$ cat config.mk
export PLATFORM = sky130hd
export DESIGN_NAME = utf8_codepoint_decoder_flat
export DESIGN_NICKNAME = d
export VERILOG_FILES = /design/src/sv/utf8d_pkg.sv /design/src/sv/utf8d_if.sv /design/src/sv/utf8d_front.sv /design/src/sv/utf8d_queue.sv /design/src/sv/utf8d_back.sv /design/src/sv/utf8_codepoint_decoder.sv /design/src/flat_wrapper.sv
export SDC_FILE = /design/constraint.sdc
export NUM_CORES = 1
export LEC_CHECK = 0
export BUFFER_PORTS_ARGS = -buffer_cell sky130_fd_sc_hd__buf_2
export CORE_ASPECT_RATIO = 0.75
export CORE_MARGIN = 4
export CORE_UTILIZATION = 63
export CTS_CLUSTER_SIZE = 14
export DETAILED_ROUTE_END_ITERATION = 8
export PLACE_DENSITY = 0.84
export SLEW_MARGIN = 5
export SYNTH_ARGS = -nofsm -noshare
export SYNTH_HDL_FRONTEND = slang
export SYNTH_HIERARCHICAL = 1
export SYNTH_SLANG_ARGS = --single-unit
$ cat constraint.sdc
create_clock -name clk -period 5.6 [get_ports clk]
set_clock_uncertainty 0.05 [all_clocks]
set_input_delay 1.4 -clock clk [delete_from_list [all_inputs] [get_ports clk]]
set_output_delay 1.4 -clock clk [all_outputs]
set_load 0.02 [all_outputs]
$ cat src/sv/utf8d_pkg.sv
`timescale 1ns / 1ps
`default_nettype none

package utf8d_pkg;

    localparam int BYTE_W = 8;
    localparam int CP_W   = 21;

    // Sequence length codes held by the front end
    localparam logic [2:0] SEQ_NONE = 3'd0;
    localparam logic [2:0] SEQ_LEN2 = 3'd2;
    localparam logic [2:0] SEQ_LEN3 = 3'd3;
    localparam logic [2:0] SEQ_LEN4 = 3'd4;

    // Byte classification masks and tags
    localparam logic [7:0] ASCII_MASK = 8'h80;
    localparam logic [7:0] CONT_MASK  = 8'hC0;
    localparam logic [7:0] CONT_TAG   = 8'h80;
    localparam logic [7:0] LEAD2_MASK = 8'hE0;
    localparam logic [7:0] LEAD2_TAG  = 8'hC0;
    localparam logic [7:0] LEAD3_MASK = 8'hF0;
    localparam logic [7:0] LEAD3_TAG  = 8'hE0;
    localparam logic [7:0] LEAD4_MASK = 8'hF8;
    localparam logic [7:0] LEAD4_TAG  = 8'hF0;
    localparam logic [7:0] PAY2_MASK  = 8'h1F;
    localparam logic [7:0] PAY3_MASK  = 8'h0F;
    localparam logic [7:0] PAY4_MASK  = 8'h07;
    localparam logic [7:0] TERMINATOR = 8'h00;

    localparam logic [CP_W-1:0] REPL_CHAR = 21'h00003F;

    // Job queue between front and back
    localparam int QUEUE_DEPTH = 2;
    localparam int QPTR_W      = 1;
    localparam int QCNT_W      = 2;

    // One classified byte: some replacement marks, then an optional tail result
    typedef struct packed {
        logic [1:0]      rep_count;
        logic            has_tail;
        logic [CP_W-1:0] tail_cp;
        logic            tail_repl;
    } utf8d_job_t;

endpackage

`default_nettype wire

$ cat src/sv/utf8d_if.sv
`timescale 1ns / 1ps
`default_nettype none

interface utf8d_byte_if;
    import utf8d_pkg::*;
    logic              valid;
    logic              ready;
    logic [BYTE_W-1:0] text_byte;

    modport source (output valid, output text_byte, input ready);
    modport sink   (input valid, input text_byte, output ready);
endinterface

interface utf8d_cp_if;
    import utf8d_pkg::*;
    logic            valid;
    logic            ready;
    logic [CP_W-1:0] codepoint;
    logic            replaced;
    logic            last_in_run;

    modport source (output valid, output codepoint, output replaced, output last_in_run,
                    input ready);
    modport sink   (input valid, input codepoint, input replaced, input last_in_run,
                    output ready);
endinterface

`default_nettype wire

$ cat src/sv/utf8d_front.sv
`timescale 1ns / 1ps
`default_nettype none

module utf8d_front
    import utf8d_pkg::*;
(
    input  wire logic       clk,
    input  wire logic       rst_n,
    utf8d_byte_if.sink      bytes,
    input  wire logic       queue_full,
    output      logic       push,
    output      utf8d_job_t job
);

    logic [2:0]        seq_len_reg, seq_len_next;
    logic [1:0]        taken_reg, taken_next;
    logic [CP_W-1:0]   partial_reg, partial_next;
    logic              accept;
    logic              is_cont;
    logic              fresh;
    logic [1:0]        taken_inc;
    logic [CP_W-1:0]   partial_shift;
    logic [BYTE_W-1:0] b;

    assign b            = bytes.text_byte;
    assign bytes.ready  = !queue_full;
    assign accept       = bytes.valid && !queue_full;
    assign is_cont      = (b & CONT_MASK) == CONT_TAG;
    assign taken_inc    = taken_reg + 2'd1;
    assign partial_shift = {partial_reg[CP_W-7:0], b[5:0]};

    always_comb
    begin
        seq_len_next = seq_len_reg;
        taken_next   = taken_reg;
        partial_next = partial_reg;
        job          = '0;
        fresh        = 1'b1;

        if (seq_len_reg != SEQ_NONE)
        begin
            if (is_cont)
            begin
                fresh = 1'b0;
                if (({1'b0, taken_inc} + 3'd1) >= seq_len_reg)
                begin
                    job.has_tail = 1'b1;
                    job.tail_cp  = partial_shift;
                    seq_len_next = SEQ_NONE;
                    taken_next   = '0;
                    partial_next = '0;
                end
                else
                begin
                    taken_next   = taken_inc;
                    partial_next = partial_shift;
                end
            end
            else
            begin
                // broken sequence: mark the lead and each continuation taken
                job.rep_count = taken_inc;
                seq_len_next  = SEQ_NONE;
                taken_next    = '0;
                partial_next  = '0;
            end
        end

        if (fresh)
        begin
            if (b == TERMINATOR)
            begin
                job.has_tail = 1'b0;
            end
            else if ((b & ASCII_MASK) == '0)
            begin
                job.has_tail = 1'b1;
                job.tail_cp  = CP_W'(b);
            end
            else if ((b & LEAD2_MASK) == LEAD2_TAG)
            begin
                seq_len_next = SEQ_LEN2;
                taken_next   = '0;
                partial_next = CP_W'(b & PAY2_MASK);
            end
            else if ((b & LEAD3_MASK) == LEAD3_TAG)
            begin
                seq_len_next = SEQ_LEN3;
                taken_next   = '0;
                partial_next = CP_W'(b & PAY3_MASK);
            end
            else if ((b & LEAD4_MASK) == LEAD4_TAG)
            begin
                seq_len_next = SEQ_LEN4;
                taken_next   = '0;
                partial_next = CP_W'(b & PAY4_MASK);
            end
            else
            begin
                job.has_tail  = 1'b1;
                job.tail_cp   = REPL_CHAR;
                job.tail_repl = 1'b1;
            end
        end
    end

    // drop jobs that produce nothing
    assign push = accept && ((job.rep_count != '0) || job.has_tail);

    always_ff @(posedge clk or negedge rst_n)
    begin
        if (!rst_n)
        begin
            seq_len_reg <= SEQ_NONE;
            taken_reg   <= '0;
            partial_reg <= '0;
        end
        else if (accept)
        begin
            seq_len_reg <= seq_len_next;
            taken_reg   <= taken_next;
            partial_reg <= partial_next;
        end
    end

endmodule

`default_nettype wire

$ cat src/sv/utf8d_queue.sv
`timescale 1ns / 1ps
`default_nettype none

module utf8d_queue
    import utf8d_pkg::*;
(
    input  wire logic        clk,
    input  wire logic        rst_n,
    input  wire logic        push,
    input  wire utf8d_job_t  job_in,
    output      logic        full,
    output      logic        not_empty,
    output      utf8d_job_t  head,
    input  wire logic        pop
);

    utf8d_job_t        entry_reg [QUEUE_DEPTH];
    logic [QPTR_W-1:0] wr_ptr_reg, wr_ptr_next;
    logic [QPTR_W-1:0] rd_ptr_reg, rd_ptr_next;
    logic [QCNT_W-1:0] count_reg, count_next;

    assign full      = count_reg == QCNT_W'(QUEUE_DEPTH);
    assign not_empty = count_reg != '0;
    assign head      = entry_reg[rd_ptr_reg];

    always_comb
    begin
        wr_ptr_next = push ? wr_ptr_reg + QPTR_W'(1) : wr_ptr_reg;
        rd_ptr_next = pop  ? rd_ptr_reg + QPTR_W'(1) : rd_ptr_reg;
        count_next  = count_reg + QCNT_W'(push) - QCNT_W'(pop);
    end

    always_ff @(posedge clk)
    begin
        if (push)
        begin
            entry_reg[wr_ptr_reg] <= job_in;
        end
    end

    always_ff @(posedge clk or negedge rst_n)
    begin
        if (!rst_n)
        begin
            wr_ptr_reg <= '0;
            rd_ptr_reg <= '0;
            count_reg  <= '0;
        end
        else
        begin
            wr_ptr_reg <= wr_ptr_next;
            rd_ptr_reg <= rd_ptr_next;
            count_reg  <= count_next;
        end
    end

endmodule

`default_nettype wire

$ cat src/sv/utf8d_back.sv
`timescale 1ns / 1ps
`default_nettype none

module utf8d_back
    import utf8d_pkg::*;
(
    input  wire logic       clk,
    input  wire logic       rst_n,
    input  wire logic       job_valid,
    input  wire utf8d_job_t job,
    output      logic       pop,
    utf8d_cp_if.source      codepoints
);

    logic            valid_reg;
    logic [CP_W-1:0] cp_reg;
    logic            repl_reg;
    logic            last_reg;
    logic [1:0]      idx_reg, idx_next;
    logic            load;
    logic [CP_W-1:0] item_cp;
    logic            item_repl;
    logic            item_last;

    always_comb
    begin
        if (idx_reg < job.rep_count)
        begin
            item_cp   = REPL_CHAR;
            item_repl = 1'b1;
            item_last = ((idx_reg + 2'd1) == job.rep_count) && !job.has_tail;
        end
        else
        begin
            item_cp   = job.tail_cp;
            item_repl = job.tail_repl;
            item_last = 1'b1;
        end
    end

    // advance whenever a job waits and the output slot is free or being emptied
    assign load = job_valid && (!valid_reg || codepoints.ready);
    assign pop  = load && item_last;

    always_comb
    begin
        idx_next = idx_reg;
        if (load)
        begin
            idx_next = item_last ? 2'd0 : idx_reg + 2'd1;
        end
    end

    always_ff @(posedge clk or negedge rst_n)
    begin
        if (!rst_n)
        begin
            valid_reg <= 1'b0;
            idx_reg   <= '0;
        end
        else
        begin
            idx_reg <= idx_next;
            if (load)
            begin
                valid_reg <= 1'b1;
            end
            else if (codepoints.ready)
            begin
                valid_reg <= 1'b0;
            end
        end
    end

    always_ff @(posedge clk)
    begin
        if (load)
        begin
            cp_reg   <= item_cp;
            repl_reg <= item_repl;
            last_reg <= item_last;
        end
    end

    assign codepoints.valid       = valid_reg;
    assign codepoints.codepoint   = cp_reg;
    assign codepoints.replaced    = repl_reg;
    assign codepoints.last_in_run = last_reg;

endmodule

`default_nettype wire

$ cat src/sv/utf8_codepoint_decoder.sv
`timescale 1ns / 1ps
`default_nettype none

// UTF-8 to codepoint decoder. Feed one text byte per transaction on the
// bytes channel; decoded codepoints leave on the codepoints channel, each
// with a replaced flag and last_in_run set on the final result of the byte
// that caused it. Lead and continuation bytes of an unfinished sequence give
// no result; byte 0 ends the text, flushing any open sequence as '?' marks.
// A well-formed stream is taken at one byte per cycle while the codepoints
// channel keeps taking results. A result is registered in the job queue and
// then in the output register before it is presented. A malformed byte can
// produce up to four results; the output stage issues one result per cycle
// while the codepoints channel is ready. The job being expanded stays at the
// head of the two-entry job queue until its last result is issued, so input
// runs on for one further byte that yields results (and any bytes that yield
// none) and then stalls until the burst has finished.
module utf8_codepoint_decoder
    import utf8d_pkg::*;
(
    input  wire logic   clk,
    input  wire logic   rst_n,
    utf8d_byte_if.sink  bytes,
    utf8d_cp_if.source  codepoints
);

    utf8d_job_t front_job;
    utf8d_job_t head_job;
    logic       front_push;
    logic       queue_full;
    logic       queue_valid;
    logic       back_pop;

    // Classify each byte and track the open sequence
    utf8d_front u_front (
        .clk        (clk),
        .rst_n      (rst_n),
        .bytes      (bytes),
        .queue_full (queue_full),
        .push       (front_push),
        .job        (front_job)
    );

    // Hold classified jobs so either side can stall on its own
    utf8d_queue u_queue (
        .clk       (clk),
        .rst_n     (rst_n),
        .push      (front_push),
        .job_in    (front_job),
        .full      (queue_full),
        .not_empty (queue_valid),
        .head      (head_job),
        .pop       (back_pop)
    );

    // Expand each job into its results, one per cycle while the output is ready
    utf8d_back u_back (
        .clk        (clk),
        .rst_n      (rst_n),
        .job_valid  (queue_valid),
        .job        (head_job),
        .pop        (back_pop),
        .codepoints (codepoints)
    );

endmodule

`default_nettype wire

$ cat src/flat_wrapper.sv
// flat-port wrapper written by rule: the top's interface ports become plain ports
module utf8_codepoint_decoder_flat import utf8d_pkg::*;
  (clk, rst_n, bytes_valid, bytes_text_byte, bytes_ready, codepoints_valid, codepoints_codepoint, codepoints_replaced, codepoints_last_in_run, codepoints_ready);
  utf8d_byte_if bytes_i ();
  utf8d_cp_if codepoints_i ();
  input  wire logic clk;
  input  wire logic rst_n;
  input wire logic [$bits(bytes_i.valid)-1:0] bytes_valid;
  input wire logic [$bits(bytes_i.text_byte)-1:0] bytes_text_byte;
  output wire logic [$bits(bytes_i.ready)-1:0] bytes_ready;
  output wire logic [$bits(codepoints_i.valid)-1:0] codepoints_valid;
  output wire logic [$bits(codepoints_i.codepoint)-1:0] codepoints_codepoint;
  output wire logic [$bits(codepoints_i.replaced)-1:0] codepoints_replaced;
  output wire logic [$bits(codepoints_i.last_in_run)-1:0] codepoints_last_in_run;
  input wire logic [$bits(codepoints_i.ready)-1:0] codepoints_ready;
  assign bytes_i.valid = bytes_valid;
  assign bytes_i.text_byte = bytes_text_byte;
  assign bytes_ready = bytes_i.ready;
  assign codepoints_valid = codepoints_i.valid;
  assign codepoints_codepoint = codepoints_i.codepoint;
  assign codepoints_replaced = codepoints_i.replaced;
  assign codepoints_last_in_run = codepoints_i.last_in_run;
  assign codepoints_i.ready = codepoints_ready;
  utf8_codepoint_decoder u_core (.clk(clk), .rst_n(rst_n), .bytes(bytes_i), .codepoints(codepoints_i));
endmodule
# After elaboration in Yosys (flattened, before gate mapping)
# Memory sizes are Yosys's and may differ from the RTL's.
# Cells that the tools add are included.
# totals
n_memories	1
reg_bits	56
elab_cells	90
ramBits	50
# op_classes
order_cmp	2
n_mux	47
add_sub_neg	7
reduce_logical	16
eq_ne	6
# memory_table
memory	depth	word_bits	rd	rd_ports_with_merged_regs	wr	line	text
u_core.u_queue.entry_reg	2	25	1	0	1	utf8d_queue.sv:17	utf8d_job_t entry_reg [QUEUE_DEPTH];
# op_table
cell	count
21-bit two-way mux	9
23-bit two-way mux	4
22-bit two-way mux	4
3-bit two-way mux	9
24-bit two-way mux	1
2-bit two-way mux	11
8-bit logical NOT	2
1-bit two-way mux	9
2-bit nonzero test	3
5-bit == test, second input constant	1
1-bit logical AND	5
2-bit by 1-bit adder with 2-bit output, second input constant	2
2-bit == test, second input constant	2
4-bit == test, second input constant	1
2-bit by 1-bit adder with 3-bit output, second input constant	1
3-bit == test, second input constant	1
3-bit >= comparator	1
1-bit logical NOT	3
3-bit nonzero test	1
1-bit adder, second input constant	2
2-bit by 1-bit adder with 2-bit output	1
2-bit == test	1
1-bit logical OR	2
2-bit < comparator	1
2-bit by 1-bit subtractor with 2-bit output	1

# Logic depth before layout (Yosys ltp)
# logic_depth
depth_word	16
depth_mapped	12

# By module
# The synthesis kept the hierarchy.
# by_module_without_submodules
mod	area_each_um2	n_inst	cells_per_inst	seq_area_each_um2
utf8d_queue	2104.5	1	93	1601.5
utf8d_front	1186.1	1	124	500.5
utf8d_back	1052.3	1	72	765.7

# Worst setup path before layout
# OpenSTA, ideal clock, no wires.
# synth_timing
kind	input to register
start	input bytes_text_byte[6]
end	memory u_core/u_queue/entry_reg[0][0] (netlist name) (enable)
setup_slack_ns	1.740
cell_stages	5
arrival_ns	3.400
t_required_ns	5.140
setup_time_ns	0.410
n_path_buf	0
path_cell_list	nand2b_1 > nor2_1 > nand2_1 > a31oi_1 > nor2b_1
# synth_between
elab_chain_cells	13
word_cells_on_any_way	21
classes_between	4 x eq/ne; 13 x mux; 4 x reduce/logical
# synth_lines
element	line	text
start, declared	flat_wrapper.sv:9	input wire logic [$bits(bytes_i.text_byte)-1:0] bytes_text_byte;
2-bit == test	utf8d_front.sv:28	assign is_cont = (b & CONT_MASK) == CONT_TAG;
22-bit two-way mux	utf8d_front.sv:42	if (is_cont)
24-bit two-way mux	utf8d_front.sv:40	if (seq_len_reg != SEQ_NONE)
23-bit two-way mux	utf8d_front.sv:92	else if ((b & LEAD4_MASK) == LEAD4_TAG)
23-bit two-way mux	utf8d_front.sv:86	else if ((b & LEAD3_MASK) == LEAD3_TAG)
23-bit two-way mux	utf8d_front.sv:80	else if ((b & LEAD2_MASK) == LEAD2_TAG)
22-bit two-way mux	utf8d_front.sv:75	else if ((b & ASCII_MASK) == '0)
1-bit two-way mux	utf8d_front.sv:71	if (b == TERMINATOR)
23-bit two-way mux	utf8d_front.sv:69	if (fresh)
1-bit logical OR *	utf8d_front.sv:108	assign push = accept && ((job.rep_count != '0) || job.has_tail);
1-bit logical AND *	utf8d_front.sv:108	
net u_core.front_push	utf8_codepoint_decoder.sv:28	logic front_push;
1-bit two-way mux *	utf8d_queue.sv:35	if (push)
1-bit two-way mux (not written as such) *	utf8d_queue.sv:37	entry_reg[wr_ptr_reg] <= job_in;
end, declared	utf8d_queue.sv:17	
# The timed path passes the listed nets; every way through them passes the cells marked *.

# Worst setup path after layout
# layout_timing
start	input bytes_text_byte[6]
end	memory u_core/u_queue/entry_reg[1][2] (netlist name) (enable)
# Same word-level chain as after synthesis.

==> flow_metrics.env <==
export IMPL_status="complete, no violations"
export IMPL_start_util=0.667
export IMPL_worst_r2r_cell_count=9
export IMPL_grt_pass1_vias=2421
export IMPL_clk_pin_slew_ns=0.09
export IMPL_rsz0062_at_grt="no"
export IMPL_setup_viol=0
export IMPL_crit_start="bytes_text_byte[6]"
export IMPL_clock_root_buffer="clkbuf_8"
export IMPL_whs_ns=0.460
export IMPL_syn_area_sq_mm=0.00434
export IMPL_postPlaceCellArea_sq_mm=0.00455
export IMPL_async_reset_ff_frac=0.270
export IMPL_critPathRequiredTime_ns=5.52
export IMPL_largest_register_ffs=50
export IMPL_endpoint="u_core/u_queue/entry_reg[1][2]"
export IMPL_synth_edf_count=73
export IMPL_rows=25
export IMPL_via_count=2390
export IMPL_die_h_microns=79.9
export IMPL_rrSetupSlack_ns=1.64
export IMPL_yosysMostFrequentCell="edfxtp_1"
export IMPL_dr_pass1_iters=4
export IMPL_dp_cells=397
export IMPL_hold_violations=0
export IMPL_area_growth_pct=8.99
export IMPL_insertion_delay_ns=0.36
export IMPL_ctsHoldBuffers=0
export IMPL_cts_resized=0
export IMPL_syn_inst=289
export IMPL_place_congestion=0.956
export IMPL_finalCriticalPeriod_ns=4.06
export IMPL_cts_tree="done"
export IMPL_startpoint_type="input port"
export IMPL_synth_top_area_share=0.505
export IMPL_layout_nets=347
export IMPL_grt_overflow_total=0
export IMPL_fill_cells=432
export IMPL_ys_ff_latch=100
export IMPL_avgRoutedWirePerCell_microns=17.5
export IMPL_io_buffers=36
export IMPL_drv_slew=0
export IMPL_yosys_warnings=6
export IMPL_grt_pass1_wl_microns=12100
export IMPL_r2r_end="u_core/u_queue/entry_reg[1][2]"
export IMPL_drt_iter0_drc=176
export IMPL_critPathArrivalTime_ns=3.98
export IMPL_cts_setup_buffers=0
export IMPL_fin_util=0.728
export IMPL_relSlewSlack=0.226
export IMPL_drv_cap=0
export IMPL_end_kind="register"
export IMPL_core_sq_mm=0.00651
export IMPL_seq_area_frac_synth=0.660
export IMPL_h_tree_depth=3
export IMPL_tightestPinTransition_ns=1.16
export IMPL_grt_max_degree=28
export IMPL_drc=0
export IMPL_vias_per_cell=5.79
export IMPL_worst_setup_path_type="input port to register"
export IMPL_finalNonFillerCells=413
export IMPL_fin_setup_tns_ns=0
export IMPL_syn_area_per_cell_sq_um=15.0
export IMPL_synth_area_leaders="edfxtp_1, dfrtp_1, mux2_4"
export IMPL_powerDensity_mw_per_mm2=528
export IMPL_clock_fmax_ghz=0.247
export IMPL_leakagePower_nw=1.98
export IMPL_io_pins=37
export IMPL_hold_class="register to register"
export IMPL_final_period_utilization=0.724
export IMPL_synth_cell_types=43
export IMPL_antenna_found_initial=0
export IMPL_die_w_microns=104
export IMPL_n_antenna_cell=0
export IMPL_cts_num_sinks=100
export IMPL_gr_usage_all_layers=0.192
export IMPL_synthFlopType="edfxtp_1"
export IMPL_fin_area_sq_mm=0.00473
export IMPL_synth_nets=309
export IMPL_place_hpwl_microns=5030
export IMPL_die_area_sq_mm=0.00830
export IMPL_crit_fanout=25
export IMPL_cts_buffers=9
export IMPL_peakVddDrop_mv=0.313
export IMPL_routed_wl_microns=7210
export IMPL_synth_area_leader_cell="edfxtp_1"
export IMPL_r2r_start="u_core/u_front/taken_reg[0]"
export IMPL_synth_commonest_cells="edfxtp_1, dfrtp_1, mux2_4"
export IMPL_drive_above_1_share=0.265
export IMPL_ant_nets=0
export IMPL_cts_max_path_buffers=2
-- stage by stage --
stage	total power, mW	worst slack (ns)
2_1_floorplan	1.91	1.74
3_3_place_gp	2.06	1.42
3_5_place_dp	2.10	1.24
4_1_cts	2.52	1.63
5_1_grt	2.65	1.38
6_report	2.50	1.54
-- routing by layer --
layer	share of wire	wire, microns	track usage
met1	0.47	3360	0.255
met5	0	0	0
met3	0.054	392	0.0437
met4	0.011	82	0.0757
met2	0.47	3380	0.311
-- cell usage in the layout, fill, tap and decap left out, types with 2 or more instances in the layout --
cell type  netlist  final
a21o_1           4      4
a21oi_1          4      4
a22o_1          13     13
a32o_1           6      6
and2_1          17     17
and3_1          14     14
buf_2            2     36
buf_4            0      2
clkbuf_8         0      9
clkinv_4         0      3
dfrtp_1         27     27
edfxtp_1        73     73
ha_1             8      8
inv_1           17     17
mux2_2           7      7
mux2_4          19     19
nand2_1         12     12
nand2b_1        10     10
nand3_1          4      4
nor2_1           7      7
nor2b_1          4      3
nor4_1           2      2
o21ai_0          7      7
xnor2_1          2      2
xor2_1           3      3
-- how the worst min path moves through the flow --
stage	from	endpoint	cells after the start
after floorplan	u_core/u_queue/wr_ptr_reg	u_core/u_queue/wr_ptr_reg	1
after global placement	u_core/u_front/partial_reg[11]	u_core/u_front/partial_reg[11]	1
after detailed placement	u_core/u_front/partial_reg[14]	u_core/u_front/partial_reg[14]	1
after CTS	u_core/u_front/partial_reg[14]	u_core/u_front/partial_reg[14]	1
after global routing	u_core/u_front/partial_reg[14]	u_core/u_front/partial_reg[14]	1
final	u_core/u_front/partial_reg[14]	u_core/u_front/partial_reg[14]	1
-- layout make-up --
type,instances,area (sq um),area share
clock buffer,9,124,0.0262
inverter,17,63.8,0.0135
sequential,100,2870,0.606
tap,81,101,0.0214
clock inverter,7,58.8,0.0124
timing repair buffer,38,195,0.0412
multi-input combinational,161,1320,0.279
-- power by group --
part,internal [mW],leakage [nW],switching [mW]
Sequential,1.08,1.05,0.102
Clock,0.167,0.0917,0.246
Combinational,0.376,0.844,0.525
Total,1.62,1.98,0.873
-- critical path, stage by stage --
cell	delay (ns)
buf_2	0.13
nand2b_1	0.18
nor2_1	0.72
nand2_1	0.22
a31oi_1	0.35
and2_1	0.96
-- cell families (layout without fill, tap and decap cells) --
| logic type | Yosys count | after routing | synth area share |
|---|---|---|---|
| XOR/XNOR | 6 | 6 | 0.0156 |
| adder cells (fa/ha/maj) | 8 | 8 | 0.0230 |
| buffers and inverters | 28 | 71 | 0.0357 |
| AND/OR/NAND/NOR | 77 | 77 | 0.101 |
| AO/OA/AOI/OAI | 44 | 44 | 0.0801 |
| multiplexers | 26 | 26 | 0.0838 |
| flip-flops | 100 | 100 | 0.660 |
No activity file was read; power rests on OpenSTA's default activity.
